File: src/hw/rtl/vsa_pkg.sv
package vsa_pkg;

  localparam int VOICE_SLOTS_DEF = 32;

  localparam int KIND_W = 2;
  localparam int NOTE_W = 7;
  localparam int VEL_W  = 7;
  localparam int SLOT_W = 5;
  localparam int MASK_W = 32;

  localparam logic [KIND_W-1:0] KIND_ON   = 2'd0;
  localparam logic [KIND_W-1:0] KIND_OFF  = 2'd1;
  localparam logic [KIND_W-1:0] KIND_DONE = 2'd2;

  // slot entry: busy, releasing, note
  typedef struct packed {
    logic              busy;
    logic              rel;
    logic [NOTE_W-1:0] note;
  } slot_entry_t;

  localparam int ENTRY_W = $bits(slot_entry_t);

endpackage

File: src/hw/rtl/vsa_ram.sv
module vsa_ram #(
  parameter int WIDTH = 8,
  parameter int DEPTH = 32
) (
  input  logic                                    clk,
  input  logic                                    we,
  input  logic [((DEPTH > 1) ? $clog2(DEPTH) : 1)-1:0] waddr,
  input  logic [WIDTH-1:0]                        wdata,
  input  logic [((DEPTH > 1) ? $clog2(DEPTH) : 1)-1:0] raddr,
  output logic [WIDTH-1:0]                        rdata
);

  logic [WIDTH-1:0] mem [DEPTH];

  always_ff @(posedge clk) begin
    if (we) begin
      mem[waddr] <= wdata;
    end
    rdata <= mem[raddr];
  end

endmodule

File: src/hw/rtl/polyphonic_voice_slot_allocator_core.sv
// channel   signals                                          timing
// request   start, busy, kind, note_number, note_velocity,   taken when start && !busy
//           done_slot
// result    strobe, started, start_slot, stolen,             one cycle, cannot be stalled
//           release_mask, start_note, start_velocity
//
// note events scan the slot memory one entry a cycle through its single read port,
// read-modify-write, then write the chosen slot.
// voice finished and unknown kinds skip the scan and never raise busy.
// reset clears per-slot valid flops at once, an invalid slot reads as free; no sweep.
// for note events busy is high from acceptance until the result strobe; the result is never held off.
module polyphonic_voice_slot_allocator_core #(
  parameter int VOICE_SLOTS = vsa_pkg::VOICE_SLOTS_DEF
) (
  input  logic                        clk,
  input  logic                        rst,
  input  logic                        start,
  output logic                        busy,
  input  logic [vsa_pkg::KIND_W-1:0]  kind,
  input  logic [vsa_pkg::NOTE_W-1:0]  note_number,
  input  logic [vsa_pkg::VEL_W-1:0]   note_velocity,
  input  logic [vsa_pkg::SLOT_W-1:0]  done_slot,
  output logic                        strobe,
  output logic                        started,
  output logic [vsa_pkg::SLOT_W-1:0]  start_slot,
  output logic                        stolen,
  output logic [vsa_pkg::MASK_W-1:0]  release_mask,
  output logic [vsa_pkg::NOTE_W-1:0]  start_note,
  output logic [vsa_pkg::VEL_W-1:0]   start_velocity
);

  localparam int IDX_W = (VOICE_SLOTS > 1) ? $clog2(VOICE_SLOTS) : 1;
  localparam int CNT_W = $clog2(VOICE_SLOTS + 1);

  localparam logic [1:0] ST_IDLE = 2'd0;
  localparam logic [1:0] ST_SCAN = 2'd1;
  localparam logic [1:0] ST_FIN  = 2'd2;

  logic [1:0]                   state;
  logic [VOICE_SLOTS-1:0]       valid;
  logic [CNT_W-1:0]             idx;
  logic                         rv;
  logic [IDX_W-1:0]             raddr_q;
  logic                         on_q;
  logic [vsa_pkg::NOTE_W-1:0]   note_q;
  logic [vsa_pkg::VEL_W-1:0]    vel_q;
  logic                         have_free;
  logic [IDX_W-1:0]             free_slot;
  logic                         have_rel;
  logic [IDX_W-1:0]             rel_slot;
  logic                         found_off;
  logic [vsa_pkg::MASK_W-1:0]   mask;

  logic                         rd_issue;
  logic [IDX_W-1:0]             rd_addr;
  logic [vsa_pkg::ENTRY_W-1:0]  rdata;
  vsa_pkg::slot_entry_t         ent;
  vsa_pkg::slot_entry_t         wentry;
  logic                         match;
  logic                         we;
  logic [IDX_W-1:0]             waddr;
  logic [IDX_W-1:0]             chosen;
  logic                         accept;
  logic                         note_on;
  logic                         note_release;

  assign busy     = (state != ST_IDLE);
  assign accept   = start && !busy;
  assign note_on  = (kind == vsa_pkg::KIND_ON) && (note_velocity != '0);
  assign note_release = (kind == vsa_pkg::KIND_OFF) ||
                        ((kind == vsa_pkg::KIND_ON) && (note_velocity == '0));

  assign rd_issue = (state == ST_SCAN) && (idx != CNT_W'(VOICE_SLOTS));
  assign rd_addr  = idx[IDX_W-1:0];

  assign ent   = valid[raddr_q] ? vsa_pkg::slot_entry_t'(rdata) : '0;
  assign match = ent.busy && !ent.rel && (ent.note == note_q);

  assign chosen = have_free ? free_slot : (have_rel ? rel_slot : '0);

  always_comb begin
    we     = 1'b0;
    waddr  = raddr_q;
    wentry = ent;
    if ((state == ST_SCAN) && rv && match && (on_q || !found_off)) begin
      we         = 1'b1;
      wentry.rel = 1'b1;
    end else if ((state == ST_FIN) && on_q) begin
      we     = 1'b1;
      waddr  = chosen;
      wentry = '{busy: 1'b1, rel: 1'b0, note: note_q};
    end
  end

  vsa_ram #(
    .WIDTH(vsa_pkg::ENTRY_W),
    .DEPTH(VOICE_SLOTS)
  ) u_slots (
    .clk  (clk),
    .we   (we),
    .waddr(waddr),
    .wdata(wentry),
    .raddr(rd_addr),
    .rdata(rdata)
  );

  always_ff @(posedge clk) begin
    if (rst) begin
      state  <= ST_IDLE;
      valid  <= '0;
      strobe <= 1'b0;
      rv     <= 1'b0;
    end else begin
      rv     <= rd_issue;
      if (we) begin
        valid[waddr] <= 1'b1;
      end
      case (state)
        ST_IDLE: begin
          strobe <= accept && !(note_on || note_release);
          if (accept) begin
            on_q      <= note_on;
            note_q    <= note_number;
            vel_q     <= note_velocity;
            idx       <= '0;
            have_free <= 1'b0;
            have_rel  <= 1'b0;
            found_off <= 1'b0;
            mask      <= '0;
            if (note_on || note_release) begin
              state <= ST_SCAN;
            end else begin
              if ((kind == vsa_pkg::KIND_DONE) &&
                  (32'(done_slot) < 32'(VOICE_SLOTS))) begin
                valid[done_slot[IDX_W-1:0]] <= 1'b0;
              end
              started        <= 1'b0;
              start_slot     <= '0;
              stolen         <= 1'b0;
              release_mask   <= '0;
              start_note     <= '0;
              start_velocity <= '0;
            end
          end
        end
        ST_SCAN: begin
          strobe <= 1'b0;
          if (rd_issue) begin
            idx <= idx + CNT_W'(1);
          end
          raddr_q <= rd_addr;
          if (rv) begin
            if (match && (on_q || !found_off)) begin
              mask      <= mask | (vsa_pkg::MASK_W'(1) << raddr_q);
              found_off <= 1'b1;
            end
            if (!have_free && !ent.busy) begin
              have_free <= 1'b1;
              free_slot <= raddr_q;
            end
            if (!have_rel && (ent.rel || match)) begin
              have_rel <= 1'b1;
              rel_slot <= raddr_q;
            end
            if (raddr_q == IDX_W'(VOICE_SLOTS - 1)) begin
              state <= ST_FIN;
            end
          end
        end
        ST_FIN: begin
          state          <= ST_IDLE;
          strobe         <= 1'b1;
          started        <= on_q;
          start_slot     <= on_q ? vsa_pkg::SLOT_W'(chosen) : '0;
          stolen         <= on_q && !have_free;
          release_mask   <= mask;
          start_note     <= on_q ? note_q : '0;
          start_velocity <= on_q ? vel_q : '0;
        end
        default: begin
          state  <= ST_IDLE;
          strobe <= 1'b0;
        end
      endcase
    end
  end

`ifndef ASSERT_OFF
  a_idle_result_zero: assert property (@(posedge clk) disable iff (rst)
    strobe && !started |-> (start_slot == '0) && !stolen && (start_note == '0) &&
                           (start_velocity == '0))
    else $error("result without a started voice carries slot data");

  a_strobe_after_work: assert property (@(posedge clk) disable iff (rst)
    strobe |-> $past(busy) || $past(accept))
    else $error("result strobe without a pending request");

  a_no_rmw_collision: assert property (@(posedge clk) disable iff (rst)
    rd_issue && we |-> rd_addr != waddr)
    else $error("slot read and write collide during scan");

  a_steal_needs_start: assert property (@(posedge clk) disable iff (rst)
    strobe && stolen |-> started)
    else $error("stolen flagged without a started voice");
`endif

endmodule
File: config.mk
export PLATFORM = sky130hd
export DESIGN_NAME = polyphonic_voice_slot_allocator_core
export DESIGN_NICKNAME = d
export VERILOG_FILES = /design/src/hw/rtl/vsa_pkg.sv /design/src/hw/rtl/vsa_ram.sv /design/src/hw/rtl/polyphonic_voice_slot_allocator_core.sv
export SDC_FILE = /design/constraint.sdc
export NUM_CORES = 1
export LEC_CHECK = 0
export ABC_AREA = 0
export BUFFER_PORTS_ARGS = -buffer_cell sky130_fd_sc_hd__buf_4
export CAP_MARGIN = 20
export CORE_MARGIN = 4
export CORE_UTILIZATION = 55
export CTS_CLUSTER_DIAMETER = 100
export DETAILED_ROUTE_END_ITERATION = 6
export PLACE_DENSITY = 0.72
export SYNTH_ARGS = -nofsm -noshare
export SYNTH_HDL_FRONTEND = slang
export SYNTH_HIERARCHICAL = 1
export SYNTH_SLANG_ARGS = --single-unit
File: constraint.sdc
create_clock -name clk -period 6.6 [get_ports clk]
set_input_delay 0.66 -clock clk [delete_from_list [all_inputs] [get_ports clk]]
set_output_delay 0.66 -clock clk [all_outputs]
set_load 0.1 [all_outputs]
==> results.py, run 1 <==
metrics = {
    "die": {
        "dieArea_sq_um": 36400,
        "num_io_pins": 79,
        "std_cell_rows": 66,
        "fp.dieW_um": 191,
        "core_area_sq_um": 32800,
        "start_util_pct": 56.1,
        "die_y_um": 191,
    },
    "sta": {
        "tns_ns": 0,
        "setup_violations": 0,
        "rsz0062_at_grt": "no",
        "relSlewSlack_pct": 28.1,
        "hold_viol": 0,
        "fin_crit_ns": 3.87,
        "whs_ns": 0.287,
        "fin_crit_sh_pct": 58.7,
        "skew_ns": 0.0163,
        "tightest_slew_ns": 1.08,
        "clock.fmax_mhz": 258,
        "finalMaxSlewViolations": 0,
    },
    "clock_network": {
        "clk-insertion-delay-late_ns": 0.55,
        "postCtsSetupRepairBufs": 0,
        "htreeDepth": 2,
        "clk_pin_slew_ns": 0.06,
        "ctsRootBufferMaster": "clkbuf_16",
        "clk_path_buf_depth": 3,
        "cts.sinks": 457,
        "cts_tree": "yes",
        "cts-resized-gates": 0,
        "ctsHoldBuffers": 0,
        "cts_buffers": 44,
    },
    "finish": {
        "nNetsFinal": 1179,
        "antenna_cells": 0,
        "drive_gt1_share_pct": 24.0,
        "syn_to_final_growth_pct": 13.7,
    },
    "worst_setup_path": {
        "worstSetupPathType": "reg2reg",
        "required_ns": 6.76,
        "crit_arrival_ns": 4.03,
        "crit_path_end_kind": "flip-flop",
        "path_max_fanout": 20,
        "r2r_slack_ns": 2.73,
        "cp-start-kind": "flip-flop",
    },
    "place": {
        "io_buffer_count": 78,
        "gp_congestion": 0.860,
        "hpwl_um": 24900,
    },
    "synthesis": {
        "ys_dominant_reg_cell": "edfxtp_1",
        "seq_area_frac_synth_pct": 72.2,
        "synth_area_sq_um": 18400,
        "syn_avg_cell_area_sq_um": 17.3,
        "synth-xor-area-share_pct": 0.524,
        "synth_commonest_cells": "edfxtp_1 (412), nor2_1 (105), mux4_2 (94)",
        "yosysTopAreaCell": "edfxtp_1",
        "synth_enable_flop_cells": 412,
        "syn-num-nets": 1091,
        "ys_ff_latch": 457,
        "synth_mux_area_share_pct": 12.7,
        "synth_top_area_share_pct": 67.3,
        "synth_adder_area_share_pct": 0.136,
        "synth_area_leaders": "edfxtp_1 (67%), mux4_2 (12%), dfxtp_1 (4.9%)",
        "synth_compound_area_share_pct": 5.33,
        "syn_inst": 1065,
        "synthSimpleGateAreaFrac_pct": 7.33,
        "ys_types": 56,
        "synth_top_family_by_area": "multiplexers",
        "ys_warn_count": 6,
        "yosysMostFrequentCell": "edfxtp_1",
        "synthArstFlopShare_pct": 0,
    },
    "global_route": {
        "first_global_vias": 9682,
        "grt.overflow.total": 0,
        "grt_use_total_pct": 21.9,
        "antenna_found_initial": 2,
        "grt_pass1_wl_um": 60300,
        "grt_max_degree": 77,
    },
    "routing": {
        "wl_met2_um": 19400,
        "routed-wl-met3_um": 2850,
        "met1_length_um": 16200,
        "drt_wl_total_um": 39400,
        "routedWlPerCell_um": 24.2,
        "vias": 9921,
        "via_per_inst": 6.10,
        "dr.max_layer_used": "met5",
        "drtAntennaViolNets": 0,
        "drc_errors": 0,
        "drtPass1Iterations": 7,
        "drt-initial-drc-count": 1107,
    },
    "power": {
        "ir_drop_uv": 270,
        "power.density_nw_per_um2": 291,
        "leakagePower_nw": 6.87,
    },
    "worst_hold_path": {
        "min_path_type": "in2reg",
    },
    "flow_run": {
        "drv_cap": 0,
    },
    "run_status": {
        "status": "finished clean",
    },
}
==> kinds of logic after synthesis <==
kind of cell             after synthesis
AO/OA/AOI/OAI                        144
XOR/XNOR                              11
adder cells (fa/ha/maj)                2
buffers and inverters                 68
flip-flops                           457
multiplexers                         112
AND/OR/NAND/NOR                      271
==> per-layer routing <==
layer,track usage [%],up-vias
met5,0,-
met3,4.12,68
li1,-,4391
met2,35.9,428
met1,31.1,5032
met4,5.28,2
==> worst max-delay path: stages (launching register included) <==
cell and delay (ns):
edfxtp_1 0.77, mux2i_1 0.20, a221oi_1 0.29, o21ai_1 0.13, a31oi_2 0.21, buf_4 0.27, a41o_1 0.29, nand3b_1 0.48
nor2_1 0.84
==> cells in the final DEF (no fill, tap or decap), types with 6 or more instances in the layout <==
master and instances:
nand2b_1 6, xor2_1 9, a221oi_1 21, a21oi_1 62, nor2b_1 9, a21o_1 7
clkbuf_16 44, mux2_2 11, a31oi_1 13, clkinv_1 9, nand2_1 43, edfxtp_1 412
buf_4 95, nor3_1 13, and2_1 52, nand3_1 11, bufinv_16 6, a31o_1 7
mux4_2 94, dfxtp_1 45, inv_1 10, nand3b_1 7, a22oi_1 6, clkbuf_1 8
nor2_1 105, a31oi_2 6
==> flip-flops by register name (all words and copies together) (netlist names), 2 cells and up <==
signal and cells:
mask 32, idx 6, free_slot 5, u_slots/rdata 9
u_slots/mem 288, valid 32, rel_slot 5, raddr_q 5
note_q 7, start_slot 5, start_note 7, start_velocity 7
state 2, vel_q 7, release_mask 32
==> where the power goes <==
part	internal (mW)	switching, mW
Combinational	0.125	0.243
Clock	1.46	1.03
Sequential	3.19	0.0285
Total	4.78	1.30
==> path summary, 6_finish.rpt <==
| check | startpoint | endpoint | depth (start not counted) |
|---|---|---|---|
| hold reg to reg | valid[28]$_SDFF_PP0_ | valid[28]$_SDFF_PP0_ | 2 |
| setup / recovery | raddr_q[1]$_DFFE_PP_ | u_slots/mem[2][5]$_DFFE_PP_ | 8 |
| setup reg to reg | raddr_q[1]$_DFFE_PP_ | u_slots/mem[2][5]$_DFFE_PP_ | 8 |
| hold / removal | note_number[2] | note_q[2]$_DFFE_PP_ | 1 |
==> cell type report <==
type                       count  area [sq um]
clock buffer                  52          1130
timing repair buffer          99           800
tap                          442           553
clock inverter                25           284
sequential                   457         13300
fill                        2278         11900
multi-input combinational    540          4830
inverter                      11          41.3
==> per-stage QoR <==
stage | power [mW] | instance area (sq um) | std cells | util (%) | setup WS [ns]
finish | 6.08 | 20900 | 1626 | 63.8 | 2.73
global route | 6.28 | 20900 | 1626 | 63.8 | 2.47
CTS | 6.12 | 20800 | 1623 | 63.6 | 2.74
detailed placement | 3.65 | 19400 | 1546 | 59.2 | 2.78
global placement | 3.64 | 19400 | 1545 | 59.2 | 2.97
floorplan | 3.53 | 18400 | 1065 | - | 1.12
(Power assumes the default switching activity.)
==> inputs of run 2 (changes only) <==
==> constraint.sdc (replaced) <==
create_clock -name clk -period 3.8 [get_ports clk]
set_input_delay 0.38 -clock clk [delete_from_list [all_inputs] [get_ports clk]]
set_output_delay 0.38 -clock clk [all_outputs]
set_load 0.1 [all_outputs]
==> run 2 against run 1 <==
  * Global-route usage rose by 0.74 points
  * Flip-flop and latch count did not move
  * Count of clock-buffer cells in the layout fell by 1
  * Sequential power rose by 74%
  * Clock skew fell by 0.0022 ns
  * Sequential share of layout area fell by 1.2 points
  * First-iteration DRC count fell by 12%
  * Setup slack got worse by 2.2 ns
  * Non-clock buffer count rose by 53
  * Critical path type unchanged
  * Critical endpoint is now u_slots/mem[20][5]$_DFFE_PP_
==> results.py, run 2 (synthesis gave the netlist of run 1 again) <==
metrics = {
    "sta": {
        "tightest_slew_ns": 0.972,
        "fin_crit_ns": 3.25,
        "finalMaxSlewViolations": 0,
        "skew_ns": 0.0141,
        "clock.fmax_mhz": 307,
        "relSlewSlack_pct": 35.1,
        "rsz0062_at_grt": "no",
        "fin_crit_sh_pct": 85.6,
        "tns_ns": 0,
        "setup_violations": 0,
        "hold_viol": 0,
    },
    "clock_network": {
        "cts.sinks": 457,
        "htreeDepth": 2,
        "ctsRootBufferMaster": "clkbuf_16",
        "cts_tree": "yes",
        "postCtsSetupRepairBufs": 0,
        "cts_buffers": 45,
        "clk_pin_slew_ns": 0.06,
        "clk_path_buf_depth": 3,
        "clk-insertion-delay-late_ns": 0.54,
    },
    "worst_hold_path": {
        "whs_path_depth": 1,
        "worstHoldStart": "note_velocity[4]",
        "min_path_type": "in2reg",
        "hold_path_end": "vel_q[4]$_DFFE_PP_",
    },
    "worst_setup_path": {
        "cp-start-kind": "flip-flop",
        "max_stage_delay_ns": 0.74,
        "worstSetupPathType": "reg2reg",
        "crit_path_end_kind": "flip-flop",
        "r2r_slack_ns": 0.55,
        "rr_endpoint": "u_slots/mem[20][5]$_DFFE_PP_",
        "r2r-start": "raddr_q[1]$_DFFE_PP_",
        "crit_chain": "mux2i_1 -> a221oi_1 -> o21ai_1 -> a31oi_2 -> a41o_1 -> or3b_2 -> nor2_1 -> buf_4",
        "worstRegToRegCells": 8,
        "required_ns": 4.05,
        "crit_arrival_ns": 3.51,
        "path_max_fanout": 17,
        "critPathSlowestCell": "edfxtp_1",
    },
    "global_route": {
        "grt_use_total_pct": 22.7,
        "first_global_vias": 9982,
        "antenna_found_initial": 0,
        "grt_pass1_wl_um": 61900,
        "grt_max_degree": 73,
        "grt.overflow.total": 0,
    },
    "routing": {
        "drc_errors": 0,
        "via_per_inst": 6.06,
        "drt-initial-drc-count": 969,
        "vias": 10207,
        "drtPass1Iterations": 6,
        "drtAntennaViolNets": 0,
        "routedWlPerCell_um": 24.3,
        "drt_wl_total_um": 40900,
    },
    "finish": {
        "nNetsFinal": 1233,
        "final_cell_mix": "edfxtp_1 (412), buf_4 (142), nor2_1 (105), mux4_2 (94), a21oi_1 (62)",
        "syn_to_final_growth_pct": 15.9,
        "top_register": "u_slots/mem",
        "instances_no_fill": 1685,
        "drive_gt1_share_pct": 26.9,
        "final_area_sq_um": 21300,
        "antenna_cells": 0,
        "largest_reg_flops": 288,
        "fillers": 2248,
        "final_common_cell": "edfxtp_1",
    },
    "power": {
        "total_power_mw": 10.5,
        "clockPowerShare_pct": 40.6,
        "leakagePower_nw": 7.15,
        "ir_drop_uv": 351,
        "seq_power_share_pct": 53.2,
        "p_sw_mw": 2.30,
        "power.density_nw_per_um2": 493,
        "p_int_mw": 8.22,
        "p_sw_share_pct": 21.9,
        "p_comb_share_pct": 6.2,
    },
    "place": {
        "gp_congestion": 0.853,
        "hpwl_um": 25800,
        "placed_area_sq_um": 19800,
        "numPlacedInstances": 1595,
        "io_buffer_count": 78,
    },
    "die": {
        "core_area_sq_um": 32800,
        "fp.dieW_um": 191,
        "std_cell_rows": 66,
        "num_io_pins": 79,
        "die_y_um": 191,
        "dieArea_sq_um": 36400,
        "start_util_pct": 56.1,
    },
    "run_status": {
        "status": "finished clean",
    },
    "flow_run": {
        "drv_cap": 0,
    },
}
[run 2: layout make-up]
| type | count | area, sq um | share of cell area, % |
|---|---|---|---|
| Sequential cell | 457 | 13300 | 62.3 |
| Inverter | 11 | 41.3 | 0.194 |
| Clock buffer | 51 | 1150 | 5.39 |
| Multi-Input combinational cell | 540 | 4830 | 22.7 |
| Clock inverter | 32 | 260 | 1.22 |
| Tap cell | 442 | 553 | 2.60 |
| Timing Repair Buffer | 152 | 1210 | 5.66 |
[run 2: critical path, delay by kind of cell, from the launching register on]
family                 cells  cell delay (ns)
and+or+nand+nor            2             0.87
buffers and inverters      1             0.18
AOI/OAI and AO/OA          4             1.01
DFF                        1             0.74
muxes                      1             0.16
[run 2: power by group through the flow]
stage / Clock, mW / Sequential (mW) / Combinational [mW]
after global routing: 4.59 / 5.60 / 0.691
after global placement: 0 / 5.70 / 0.641
after detailed placement: 0 / 5.70 / 0.647
final: 4.27 / 5.59 / 0.654
after CTS: 4.34 / 5.59 / 0.655
after floorplan: 0 / 5.79 / 0.337
[run 2: routing by layer]
metal | GRT usage [%] | part of all wire [%]
met5 | 0 | 0
met4 | 6.33 | 2.6
met3 | 4.85 | 8.7
met2 | 37.0 | 49
met1 | 31.5 | 40
[run 2: worst max-delay path by stage]
stage,start,slack (ns),end,depth (start not counted)
2_1_floorplan,raddr_q[0]$_DFFE_PP_,0.04,found_off$_DFFE_PP_,8
4_1_cts,raddr_q[1]$_DFFE_PP_,0.54,u_slots/mem[20][5]$_DFFE_PP_,8
3_5_place_dp,raddr_q[1]$_DFFE_PP_,0.62,u_slots/mem[20][5]$_DFFE_PP_,8
6_report,raddr_q[1]$_DFFE_PP_,0.55,u_slots/mem[20][5]$_DFFE_PP_,8
3_3_place_gp,raddr_q[1]$_DFFE_PP_,0.66,u_slots/mem[20][5]$_DFFE_PP_,8
5_1_grt,raddr_q[1]$_DFFE_PP_,0.38,u_slots/mem[20][5]$_DFFE_PP_,8
[run 2: repair_timing]
| item | 4_1_cts | 5_1_grt |
|---|---|---|
| endpoints found under the hold margin | 5 | 1 |
| gates resized for setup | 0 | 0 |
| hold buffers | 5 | 1 |
[run 2: metrics by stage]
| step | setup WS (ns) | hold slack [ns] | util [%] |
|---|---|---|---|
| after floorplan | 0.0376 | 0.420 | - |
| after global placement | 0.661 | 0.466 | 60.5 |
| after detailed placement | 0.619 | 0.473 | 60.5 |
| after CTS | 0.543 | 0.000731 | 64.9 |
| after global routing | 0.382 | 0.00548 | 65.0 |
| final | 0.547 | 0.0235 | 65.0 |
